File: config.mk
export PLATFORM = sky130hd
export DESIGN_NAME = tvd_limited_face_reconstruction_unit
export DESIGN_NICKNAME = d
export VERILOG_FILES = /design/src/design/tvdlfr_pkg.sv /design/src/design/tvdlfr_front.sv /design/src/design/tvdlfr_queue.sv /design/src/design/tvdlfr_back.sv /design/src/design/tvd_limited_face_reconstruction_unit.sv
export SDC_FILE = /design/constraint.sdc
export NUM_CORES = 2
export LEC_CHECK = 0
export ABC_CLOCK_PERIOD_IN_PS = 28900
export BUFFER_PORTS_ARGS = -buffer_cell sky130_fd_sc_hd__buf_2
export CAP_MARGIN = 20
export CORE_UTILIZATION = 59
export DETAILED_ROUTE_END_ITERATION = 7
export PLACE_DENSITY = 0.76
export SLEW_MARGIN = 20
export SYNTH_ARGS = -nofsm -noshare
export SYNTH_HDL_FRONTEND = slang
export SYNTH_SLANG_ARGS = --single-unit
File: constraint.sdc
create_clock -name clk_i -period 28.9 [get_ports clk_i]
set_input_delay 0 -clock clk_i [delete_from_list [all_inputs] [get_ports clk_i]]
set_output_delay 0 -clock clk_i [all_outputs]
set_load 0.005 [all_outputs]
File: src/design/tvdlfr_pkg.sv
`timescale 1ns / 1ps
`default_nettype none
// ----------------------------------------------------------------------------
// tvdlfr_pkg: shared types and constants of the TVD face reconstruction unit
// Entry format of the front-to-back queue, configuration codes and the
// signed saturation helper used by both the divider and the face datapath.
// ----------------------------------------------------------------------------
package tvdlfr_pkg;

  localparam int unsigned FRAC_BITS_DEF = 16;
  localparam int unsigned DATA_W        = 32;
  localparam int unsigned NORM_W        = 31;

  // Limiter codes. Code 3 is unused and behaves as piecewise constant.
  localparam logic [1:0] MODE_CONST  = 2'd0;
  localparam logic [1:0] MODE_MINMOD = 2'd1;
  localparam logic [1:0] MODE_MC     = 2'd2;

  // Register indexes (paddr bit 2).
  localparam logic REG_LIMITER = 1'b0;
  localparam logic REG_DIVIDE  = 1'b1;

  typedef struct packed {
    logic [DATA_W-1:0] ratio;
    logic              flt;
    logic [NORM_W-1:0] nfp;
    logic [NORM_W-1:0] nfm;
    logic              lstart;
  } entry_t;

  typedef struct packed {
    logic [1:0] mode;
    logic       div_en;
  } cfg_t;

  typedef struct packed {
    logic              flt;
    logic [DATA_W-1:0] val;
  } sat_t;

  // Apply a sign to a magnitude and clamp to the 32-bit signed range.
  function automatic sat_t sat_mag(input logic neg, input logic [63:0] mag);
    sat_t r;
    r.flt = 1'b0;
    if (neg) begin
      if (mag > 64'h0000_0000_8000_0000) begin
        r.flt = 1'b1;
        r.val = 32'h8000_0000;
      end else begin
        r.val = 32'(~mag[31:0] + 32'd1);
      end
    end else begin
      if (mag > 64'h0000_0000_7FFF_FFFF) begin
        r.flt = 1'b1;
        r.val = 32'h7FFF_FFFF;
      end else begin
        r.val = mag[31:0];
      end
    end
    return r;
  endfunction

endpackage
`default_nettype wire

File: src/design/tvdlfr_front.sv
`timescale 1ns / 1ps
`default_nettype none
// ----------------------------------------------------------------------------
// tvdlfr_front: input stage with restoring divider
// Accepts one item, forms the cell ratio (sample / norm when enabled, one
// quotient bit per cycle) and hands a queue entry to the back end.
// ----------------------------------------------------------------------------
module tvdlfr_front #(
  parameter int unsigned FRAC_BITS = tvdlfr_pkg::FRAC_BITS_DEF
) (
  input  wire logic                clk_i,
  input  wire logic                rst_ni,
  input  wire logic                div_en_i,
  input  wire logic                in_valid_i,
  output logic                     in_ready_o,
  input  wire logic [31:0]         sample_i,
  input  wire logic [30:0]         nv_i,
  input  wire logic [30:0]         np_i,
  input  wire logic [30:0]         nm_i,
  input  wire logic                lstart_i,
  output tvdlfr_pkg::entry_t       ent_o,
  output logic                     ent_valid_o,
  input  wire logic                ent_ready_i
);
  import tvdlfr_pkg::*;

  localparam int unsigned NUM_W = 33 + FRAC_BITS;
  localparam int unsigned CNT_W = $clog2(NUM_W + 1);

  typedef enum logic [1:0] {F_IDLE, F_DIV, F_FIN} state_e;

  state_e           state_q;
  entry_t           ent_q;
  logic             ovalid_q;
  logic             neg_q;
  logic [30:0]      den_q;
  logic [NUM_W-1:0] num_q;
  logic [NUM_W-1:0] quo_q;
  logic [30:0]      rem_q;
  logic [CNT_W-1:0] cnt_q;

  logic             slot_free;
  logic [31:0]      mag;
  logic [31:0]      rem_sh;
  logic             ge;
  logic [30:0]      rem_d;
  sat_t             qsat;

  assign slot_free   = !ovalid_q || ent_ready_i;
  assign in_ready_o  = (state_q == F_IDLE) && slot_free;
  assign ent_o       = ent_q;
  assign ent_valid_o = ovalid_q;

  assign mag    = sample_i[31] ? 32'(~sample_i + 32'd1) : sample_i;
  assign rem_sh = {rem_q, num_q[NUM_W-1]};
  assign ge     = rem_sh >= {1'b0, den_q};
  assign rem_d  = ge ? 31'(rem_sh - {1'b0, den_q}) : rem_sh[30:0];
  assign qsat   = sat_mag(neg_q, 64'(quo_q));

  always_ff @(posedge clk_i or negedge rst_ni) begin
    if (!rst_ni) begin
      state_q  <= F_IDLE;
      ovalid_q <= 1'b0;
    end else begin
      if (ovalid_q && ent_ready_i) begin
        ovalid_q <= 1'b0;
      end
      unique case (state_q)
        F_IDLE: begin
          if (in_valid_i && in_ready_o) begin
            ent_q.nfp    <= np_i;
            ent_q.nfm    <= nm_i;
            ent_q.lstart <= lstart_i;
            if (!div_en_i) begin
              ent_q.ratio <= sample_i;
              ent_q.flt   <= 1'b0;
              ovalid_q    <= 1'b1;
            end else if (nv_i == '0) begin
              // Zero norm: clamp toward the sample's sign, zero stays zero.
              ent_q.ratio <= (sample_i == '0) ? 32'd0 :
                             (sample_i[31] ? 32'h8000_0000 : 32'h7FFF_FFFF);
              ent_q.flt   <= 1'b1;
              ovalid_q    <= 1'b1;
            end else begin
              neg_q   <= sample_i[31];
              den_q   <= nv_i;
              num_q   <= (NUM_W'(mag) << FRAC_BITS) + NUM_W'(nv_i >> 1);
              rem_q   <= '0;
              quo_q   <= '0;
              cnt_q   <= CNT_W'(NUM_W);
              state_q <= F_DIV;
            end
          end
        end
        F_DIV: begin
          rem_q <= rem_d;
          quo_q <= {quo_q[NUM_W-2:0], ge};
          num_q <= num_q << 1;
          cnt_q <= cnt_q - CNT_W'(1);
          if (cnt_q == CNT_W'(1)) begin
            state_q <= F_FIN;
          end
        end
        F_FIN: begin
          if (slot_free) begin
            ent_q.ratio <= qsat.val;
            ent_q.flt   <= qsat.flt;
            ovalid_q    <= 1'b1;
            state_q     <= F_IDLE;
          end
        end
        default: state_q <= F_IDLE;
      endcase
    end
  end

endmodule
`default_nettype wire

File: src/design/tvdlfr_queue.sv
`timescale 1ns / 1ps
`default_nettype none
// ----------------------------------------------------------------------------
// tvdlfr_queue: two-entry queue between front and back end
// Lets the divider run ahead while the back end works on the window.
// ----------------------------------------------------------------------------
module tvdlfr_queue (
  input  wire logic               clk_i,
  input  wire logic               rst_ni,
  input  tvdlfr_pkg::entry_t      push_data_i,
  input  wire logic               push_valid_i,
  output logic                    push_ready_o,
  output tvdlfr_pkg::entry_t      pop_data_o,
  output logic                    pop_valid_o,
  input  wire logic               pop_ready_i
);
  import tvdlfr_pkg::*;

  entry_t     mem_q [2];
  logic       wp_q;
  logic       rp_q;
  logic [1:0] count_q;
  logic       push;
  logic       pop;

  assign push_ready_o = count_q != 2'd2;
  assign pop_valid_o  = count_q != 2'd0;
  assign pop_data_o   = mem_q[rp_q];
  assign push         = push_valid_i && push_ready_o;
  assign pop          = pop_valid_o && pop_ready_i;

  always_ff @(posedge clk_i) begin
    if (push) begin
      mem_q[wp_q] <= push_data_i;
    end
  end

  always_ff @(posedge clk_i or negedge rst_ni) begin
    if (!rst_ni) begin
      wp_q    <= 1'b0;
      rp_q    <= 1'b0;
      count_q <= 2'd0;
    end else begin
      if (push) wp_q <= ~wp_q;
      if (pop)  rp_q <= ~rp_q;
      count_q <= count_q + 2'(push) - 2'(pop);
    end
  end

endmodule
`default_nettype wire

File: src/design/tvdlfr_back.sv
`timescale 1ns / 1ps
`default_nettype none
// ----------------------------------------------------------------------------
// tvdlfr_back: three-cell window, limiter and face datapath
// Keeps left and centre ratios, limits the slope, forms both faces with
// saturation, optionally rescales them by the centre face norms.
// ----------------------------------------------------------------------------
module tvdlfr_back #(
  parameter int unsigned FRAC_BITS = tvdlfr_pkg::FRAC_BITS_DEF
) (
  input  wire logic               clk_i,
  input  wire logic               rst_ni,
  input  tvdlfr_pkg::cfg_t        cfg_i,
  input  tvdlfr_pkg::entry_t      ent_i,
  input  wire logic               ent_valid_i,
  output logic                    ent_ready_o,
  output logic                    m_valid_o,
  input  wire logic               m_ready_i,
  output logic [31:0]             fm_o,
  output logic [31:0]             fp_o,
  output logic                    flt_o
);
  import tvdlfr_pkg::*;

  typedef enum logic [2:0] {
    B_IDLE, B_SLOPE, B_FACE, B_MULM, B_RNDM, B_MULP, B_RNDP, B_DONE
  } state_e;

  state_e             state_q;
  logic [31:0]        left_q;
  logic [31:0]        centre_q;
  logic [30:0]        cnp_q;
  logic [30:0]        cnm_q;
  logic [1:0]         fill_q;
  logic [1:0]         wfault_q;

  logic signed [31:0] cw_q;
  logic signed [32:0] dl_q;
  logic signed [32:0] dr_q;
  logic signed [32:0] dc_q;
  logic [30:0]        npw_q;
  logic [30:0]        nmw_q;
  logic               flt_q;
  logic               fo_q;
  logic signed [34:0] h_q;
  logic [31:0]        fm_q;
  logic [31:0]        fp_q;
  logic [62:0]        prod_q;
  logic               mvalid_q;
  logic [31:0]        ofm_q;
  logic [31:0]        ofp_q;
  logic               oflt_q;

  logic [1:0]         eff_fill;
  logic signed [34:0] la;
  logic signed [34:0] lb;
  logic signed [34:0] lc;
  logic signed [34:0] lm;
  logic [34:0]        lmag;
  logic [33:0]        hmag;
  logic signed [34:0] h_d;
  logic signed [35:0] vm;
  logic signed [35:0] vp;
  logic [35:0]        vm_mag;
  logic [35:0]        vp_mag;
  sat_t               sat_m;
  sat_t               sat_p;
  logic [31:0]        mag_m;
  logic [31:0]        mag_p;
  logic [31:0]        mul_a;
  logic [30:0]        mul_b;
  logic [62:0]        mul_p;
  logic               rnd_neg;
  sat_t               sat_r;
  logic               limited;

  assign ent_ready_o = state_q == B_IDLE;
  assign m_valid_o   = mvalid_q;
  assign fm_o        = ofm_q;
  assign fp_o        = ofp_q;
  assign flt_o       = oflt_q;
  assign eff_fill    = ent_i.lstart ? 2'd0 : fill_q;
  assign limited     = (cfg_i.mode == MODE_MINMOD) || (cfg_i.mode == MODE_MC);

  // Limiter: minmod is minmod3 with its first argument repeated.
  // MC is evaluated exactly on 4*dl, 4*dr, dc, then divided by four, rounded.
  always_comb begin
    if (cfg_i.mode == MODE_MC) begin
      la = 35'(dl_q) <<< 2;
      lb = 35'(dr_q) <<< 2;
      lc = 35'(dc_q);
    end else begin
      la = 35'(dl_q);
      lb = 35'(dr_q);
      lc = 35'(dl_q);
    end
    if (la < 0 && lb < 0 && lc < 0) begin
      lm = (la > lb) ? la : lb;
      lm = (lm > lc) ? lm : lc;
    end else if (la > 0 && lb > 0 && lc > 0) begin
      lm = (la < lb) ? la : lb;
      lm = (lm < lc) ? lm : lc;
    end else begin
      lm = '0;
    end
    lmag = lm[34] ? 35'(-lm) : 35'(lm);
    if (cfg_i.mode == MODE_MC) begin
      hmag = 34'((lmag + 35'd2) >> 2);
    end else begin
      hmag = 34'((lmag + 35'd1) >> 1);
    end
    if (!limited) begin
      h_d = '0;
    end else if (lm[34]) begin
      h_d = -$signed({1'b0, hmag});
    end else begin
      h_d = $signed({1'b0, hmag});
    end
  end

  assign vm     = 36'(cw_q) - 36'(h_q);
  assign vp     = 36'(cw_q) + 36'(h_q);
  assign vm_mag = vm[35] ? 36'(-vm) : 36'(vm);
  assign vp_mag = vp[35] ? 36'(-vp) : 36'(vp);
  assign sat_m  = sat_mag(vm[35], 64'(vm_mag));
  assign sat_p  = sat_mag(vp[35], 64'(vp_mag));

  // Shared rescale multiplier; one face per pass.
  assign mag_m   = fm_q[31] ? 32'(~fm_q + 32'd1) : fm_q;
  assign mag_p   = fp_q[31] ? 32'(~fp_q + 32'd1) : fp_q;
  assign mul_a   = (state_q == B_MULM) ? mag_m : mag_p;
  assign mul_b   = (state_q == B_MULM) ? nmw_q : npw_q;
  assign mul_p   = mul_a * mul_b;
  assign rnd_neg = (state_q == B_RNDM) ? fm_q[31] : fp_q[31];
  assign sat_r   = sat_mag(rnd_neg,
                           (64'(prod_q) + (64'd1 << (FRAC_BITS - 1))) >> FRAC_BITS);

  always_ff @(posedge clk_i or negedge rst_ni) begin
    if (!rst_ni) begin
      state_q  <= B_IDLE;
      mvalid_q <= 1'b0;
      left_q   <= '0;
      centre_q <= '0;
      cnp_q    <= '0;
      cnm_q    <= '0;
      fill_q   <= 2'd0;
      wfault_q <= 2'd0;
    end else begin
      if (mvalid_q && m_ready_i) begin
        mvalid_q <= 1'b0;
      end
      unique case (state_q)
        B_IDLE: begin
          if (ent_valid_i) begin
            if (eff_fill == 2'd2) begin
              cw_q    <= $signed(centre_q);
              dl_q    <= 33'($signed(centre_q)) - 33'($signed(left_q));
              dr_q    <= 33'($signed(ent_i.ratio)) - 33'($signed(centre_q));
              dc_q    <= 33'($signed(ent_i.ratio)) - 33'($signed(left_q));
              npw_q   <= cnp_q;
              nmw_q   <= cnm_q;
              flt_q   <= wfault_q[1];
              fo_q    <= wfault_q[0] | ent_i.flt;
              state_q <= B_SLOPE;
            end
            left_q   <= centre_q;
            centre_q <= ent_i.ratio;
            cnp_q    <= ent_i.nfp;
            cnm_q    <= ent_i.nfm;
            wfault_q <= {ent_i.flt, wfault_q[1]};
            fill_q   <= (eff_fill == 2'd2) ? 2'd2 : eff_fill + 2'd1;
          end
        end
        B_SLOPE: begin
          h_q     <= h_d;
          flt_q   <= flt_q | (limited & fo_q);
          state_q <= B_FACE;
        end
        B_FACE: begin
          fm_q    <= sat_m.val;
          fp_q    <= sat_p.val;
          flt_q   <= flt_q | sat_m.flt | sat_p.flt;
          state_q <= cfg_i.div_en ? B_MULM : B_DONE;
        end
        B_MULM: begin
          prod_q  <= mul_p;
          state_q <= B_RNDM;
        end
        B_RNDM: begin
          fm_q    <= sat_r.val;
          flt_q   <= flt_q | sat_r.flt;
          state_q <= B_MULP;
        end
        B_MULP: begin
          prod_q  <= mul_p;
          state_q <= B_RNDP;
        end
        B_RNDP: begin
          fp_q    <= sat_r.val;
          flt_q   <= flt_q | sat_r.flt;
          state_q <= B_DONE;
        end
        B_DONE: begin
          if (!mvalid_q || m_ready_i) begin
            ofm_q    <= fm_q;
            ofp_q    <= fp_q;
            oflt_q   <= flt_q;
            mvalid_q <= 1'b1;
            state_q  <= B_IDLE;
          end
        end
        default: state_q <= B_IDLE;
      endcase
    end
  end

endmodule
`default_nettype wire

File: src/design/tvd_limited_face_reconstruction_unit.sv
`timescale 1ns / 1ps
`default_nettype none
// ----------------------------------------------------------------------------
// tvd_limited_face_reconstruction_unit: TVD slope-limited face values
// Cell samples of one grid line enter on the s_axis channel; the left and
// right face values of each centre cell leave on the m_axis channel.
//
// Input item: tdata holds sample, norm_value, norm_face_plus and
// norm_face_minus; tuser flags the first cell of a new line. A result
// appears for every cell that completes a three-cell window.
// With division off the front end takes one item per cycle while the queue
// keeps taking its entries; with division on it takes no new item until its
// bit-serial divider is done. An item with a result holds the back end in
// SLOPE, FACE, with rescaling MULM, RNDM, MULP, RNDP (one 32x31 multiplier,
// used twice), and DONE until its result is registered; other items leave
// it idle. A two-entry queue decouples the two ends; a stalled receiver holds
// the output register, then the back end, then the queue and finally tready.
// Reset empties the window and sets limiter_mode to minmod, divide off.
// Configuration is written through the APB port; the user must write it
// only while the unit is idle, which the unit itself does not enforce.
// ----------------------------------------------------------------------------
module tvd_limited_face_reconstruction_unit #(
  parameter int unsigned FRAC_BITS = tvdlfr_pkg::FRAC_BITS_DEF
) (
  input  wire logic         clk_i,
  input  wire logic         rst_ni,
  input  wire logic         s_axis_tvalid,
  output logic              s_axis_tready,
  // [31:0] sample, [62:32] norm_value, [93:63] norm_face_plus,
  // [124:94] norm_face_minus, [127:125] zero
  input  wire logic [127:0] s_axis_tdata,
  // [0] line_start
  input  wire logic         s_axis_tuser,
  output logic              m_axis_tvalid,
  input  wire logic         m_axis_tready,
  // [31:0] face_minus, [63:32] face_plus
  output logic [63:0]       m_axis_tdata,
  // [0] fault
  output logic              m_axis_tuser,
  input  wire logic         psel,
  input  wire logic         penable,
  input  wire logic         pwrite,
  input  wire logic [2:0]   paddr,
  input  wire logic [31:0]  pwdata,
  output logic [31:0]       prdata,
  output logic              pready
);
  import tvdlfr_pkg::*;

  logic [1:0] limiter_mode_q;
  logic       divide_by_norm_q;
  cfg_t       cfg;
  logic       cfg_wr;

  entry_t     f_ent;
  logic       f_valid;
  logic       f_ready;
  entry_t     q_ent;
  logic       q_valid;
  logic       q_ready;

  assign pready = 1'b1;
  assign cfg_wr = psel && penable && pwrite && pready;
  assign prdata = (paddr[2] == REG_DIVIDE) ? {31'd0, divide_by_norm_q}
                                           : {30'd0, limiter_mode_q};

  always_ff @(posedge clk_i or negedge rst_ni) begin
    if (!rst_ni) begin
      limiter_mode_q   <= MODE_MINMOD;
      divide_by_norm_q <= 1'b0;
    end else if (cfg_wr) begin
      unique case (paddr[2])
        REG_LIMITER: limiter_mode_q   <= pwdata[1:0];
        REG_DIVIDE:  divide_by_norm_q <= pwdata[0];
        default: ;
      endcase
    end
  end

  assign cfg.mode   = limiter_mode_q;
  assign cfg.div_en = divide_by_norm_q;

  tvdlfr_front #(
    .FRAC_BITS (FRAC_BITS)
  ) u_front (
    .clk_i       (clk_i),
    .rst_ni      (rst_ni),
    .div_en_i    (divide_by_norm_q),
    .in_valid_i  (s_axis_tvalid),
    .in_ready_o  (s_axis_tready),
    .sample_i    (s_axis_tdata[31:0]),
    .nv_i        (s_axis_tdata[62:32]),
    .np_i        (s_axis_tdata[93:63]),
    .nm_i        (s_axis_tdata[124:94]),
    .lstart_i    (s_axis_tuser),
    .ent_o       (f_ent),
    .ent_valid_o (f_valid),
    .ent_ready_i (f_ready)
  );

  tvdlfr_queue u_queue (
    .clk_i        (clk_i),
    .rst_ni       (rst_ni),
    .push_data_i  (f_ent),
    .push_valid_i (f_valid),
    .push_ready_o (f_ready),
    .pop_data_o   (q_ent),
    .pop_valid_o  (q_valid),
    .pop_ready_i  (q_ready)
  );

  tvdlfr_back #(
    .FRAC_BITS (FRAC_BITS)
  ) u_back (
    .clk_i       (clk_i),
    .rst_ni      (rst_ni),
    .cfg_i       (cfg),
    .ent_i       (q_ent),
    .ent_valid_i (q_valid),
    .ent_ready_o (q_ready),
    .m_valid_o   (m_axis_tvalid),
    .m_ready_i   (m_axis_tready),
    .fm_o        (m_axis_tdata[31:0]),
    .fp_o        (m_axis_tdata[63:32]),
    .flt_o       (m_axis_tuser)
  );

  // A register write lands in the addressed register on the next edge.
  a_cfg_mode: assert property (@(posedge clk_i) disable iff (!rst_ni)
    cfg_wr && (paddr[2] == REG_LIMITER) |=> limiter_mode_q == $past(pwdata[1:0]))
    else $error("limiter mode write lost");

  // An entry offered to the full queue is held until taken.
  a_front_hold: assert property (@(posedge clk_i) disable iff (!rst_ni)
    f_valid && !f_ready |=> f_valid && $stable(f_ent))
    else $error("front entry dropped while queue full");

  // A queued entry is kept until the back end takes it.
  a_queue_hold: assert property (@(posedge clk_i) disable iff (!rst_ni)
    q_valid && !q_ready |=> q_valid && $stable(q_ent))
    else $error("queue entry lost before pop");

endmodule
`default_nettype wire

==> results.cfg <==
[floorplanning]
pin_count = 271
rows = 147
start_util_pct = 59.5
dieArea_um2 = 164000
core_area_um2 = 161000
die_y_um = 404
fp.dieW_um = 404

[worst_setup_path]
path_class = flip-flop to flip-flop
r2r-start = limiter_mode_q[0]
r2r_cells = 40
cp_max_fo = 82
r2r-end = u_back.h_q[32]
cp_slowest_stage_delay_ns = 0.79
cpMaxStageDelayCell = buf_4
ff2ff_setup_slack_ns = 14.93
cp_top_family = simple AND/OR/NAND/NOR gates
worstSetupStartpointType = flip-flop
path_buf_inv = 5
worstPathArrival_ns = 14.40
worst_path_most_repeated_cell = a21oi_1
crit_required_ns = 29.33
endpoint_kind = flip-flop

[drt]
routed_wl_um = 280000
dr.first_iter.drc_count = 7324
first_pass_iters = 6
vias = 76700
drc = 0
wire_per_inst_um = 22.3
ant_nets = 0
vias_per_cell = 6.10

[placement]
portBuffers = 204
dp_hpwl_um = 211000
post-place-ws_ns = 15.27
routabilityCongestion = 1.03

[timing]
maxSlewViolCount = 0
setup_ws_ns = 14.93
worstMarginPinSlew_ns = 1.16
finalCritPeriodShare_pct = 48.3
hold_viol = 0
max_freq_ghz = 0.0716
period_needed_ns = 13.97
rsz0062_at_grt = no
fin_tns_setup_ns = 0
slew_headroom_pct = 22.7
finalClockSkew_ns = 0.0862
whs_ns = 0.0317
setup_violations = 0

[cts]
cts_made_buffers = 106
post_cts.repair.setup_buffers = 0
h-tree-depth = 3
post_cts_resized = 0
cts_sinks = 1006
clkLatencyLatePin_ns = 0.77
hold_buffers = 213
cts_buffer_depth = 3
cts.clk_slew.worst_paths_ns = 0.06
clock_tree.root_cell = clkbuf_16
tritoncts = done

[run]
drv_cap = 0

[logic_synthesis]
synth_edf_count = 862
yosys_warnings = 0
yosysSeqAreaShare_pct = 30.9
ys.flop_type = edfxtp_1
netlist.area_leader.share_pct = 27.1
syn_area_per_cell_um2 = 9.43
yosysMostFrequentCell = nand2_1
syn-instance-count = 10100
synth-seq-cells = 1006
synth_common_cells = nand2_1 (1,317), inv_1 (1,261), fa_1 (872)
synth.distinct_cells = 120
yosys.area.top_type = edfxtp_1
synthTopCellsByArea = edfxtp_1 (27%), fa_1 (18%), ha_1 (7.7%)
syn_area_um2 = 95600
async_flop_share_pct = 14.3

[outcome]
status = complete, no violations

[global_routing]
grtUsageTotal_pct = 34.1
grt.overflow.total = 0
grt_max_degree = 108
grt_pass1_vias = 76200
antenna_found_initial = 18
grt_pass1_wl_um = 433000

[min_path]
hold_class = input port to flip-flop
holdPathEnd = u_front.ent_o[5]
holdCritStartpoint = s_axis_tdata[98]
whs_path_depth = 2

[cells_and_area]
drive_gt1_share_pct = 7.15
area_growth_pct = 9.38
fin_nets = 12000
[worst max-delay path by stage]
stage | from | to | slack, ns | depth (start not counted)
4_1_cts | limiter_mode_q[0] | u_back.h_q[32] | 15.14 | 40
3_3_place_gp | limiter_mode_q[0] | u_back.h_q[32] | 15.44 | 37
3_5_place_dp | limiter_mode_q[0] | u_back.h_q[32] | 15.27 | 38
2_1_floorplan | u_queue.rp_q | u_back.cw_q[0] | 7.89 | 8
5_1_grt | limiter_mode_q[0] | u_back.h_q[30] | 14.02 | 39
6_report | limiter_mode_q[0] | u_back.h_q[32] | 14.93 | 40
[worst register-to-register path, delay by kind of cell, from the launching register on]
kind | cells | cell delay (ns)
AND/OR/NAND/NOR | 16 | 5.23
AO/OA/AOI/OAI | 12 | 3.40
buffers and inverters | 5 | 1.92
adder cells (fa/ha/maj) | 4 | 1.52
multiplexers | 2 | 1.01
flip-flops | 1 | 0.36
XOR/XNOR | 1 | 0.22
[cell type report]
class	instances	area [um^2]
antenna	10	25.0
clock buffer	128	2790
clock inverter	72	1030
fill	12700	56200
inverter	1266	4750
multi-input combinational	7412	59800
sequential	1006	29500
tap	2160	2700
timing repair buffer	525	3990
[metrics by stage]
step	cell area [um^2]	utilization [%]	cells
2_1_floorplan	95700	-	10200
3_3_place_gp	98500	61.3	12200
3_5_place_dp	98600	61.3	12200
4_1_cts	105000	65.0	12600
5_1_grt	105000	65.0	12600
6_report	105000	65.0	12600
[kinds of logic after synthesis]
group           Yosys count  synth area share (%)
flops                  1006                  30.9
buf+inv                1745                  7.07
other cells               2               0.00786
fa+ha+maj              1463                  26.0
xor+xnor                508                  4.66
mux                     300                  3.25
compound gates         1766                  11.7
simple gates           3344                  16.5
[layer usage]
| layer | wire, um | vias to the layer above | track usage, % | part of all wire, % |
|---|---|---|---|---|
| li1 | - | 34700 | - | - |
| met1 | 111000 | 37700 | 44.5 | 40 |
| met2 | 131000 | 3593 | 55.8 | 47 |
| met3 | 23000 | 753 | 5.29 | 8.2 |
| met4 | 15200 | 18 | 16.4 | 5.4 |
| met5 | 126 | - | 0 | 0.045 |
[state kept, by name, summed over array words and instances (netlist names), 33 cells and up]
name / cells
u_back.dc_q: 33
u_back.dl_q: 33
u_back.dr_q: 33
u_back.h_q: 35
u_back.prod_q: 48
u_front.ent_o: 96
u_front.num_q: 49
u_front.quo_q: 49
u_queue.mem_q: 192
[cells in the final DEF (no fill, tap or decap), types with 54 or more instances in the layout]
cell type and n:
fa_1 872, nor2_1 718, clkbuf_16 106, xnor2_1 329, mux2_2 82, nor4_1 80, nor3_1 190, a21o_1 86
dfrtp_1 142, inv_1 1261, mux2i_1 203, o21ai_0 448, edfxtp_1 862, xor2_1 178, and2_1 251, o31ai_1 63
a21oi_1 511, and3_1 65, nor2b_1 91, buf_4 107, or3_1 95, ha_1 590, dlygate4sd3_1 212, a31oi_1 77
nand3_1 176, nand2_1 1317, nand2b_1 71, buf_2 203, nand4_1 96, a21boi_0 54
Power is left out: the tool's default activity adds up to more than one toggle a clock period on the data nets, which glitch-free logic cannot reach.
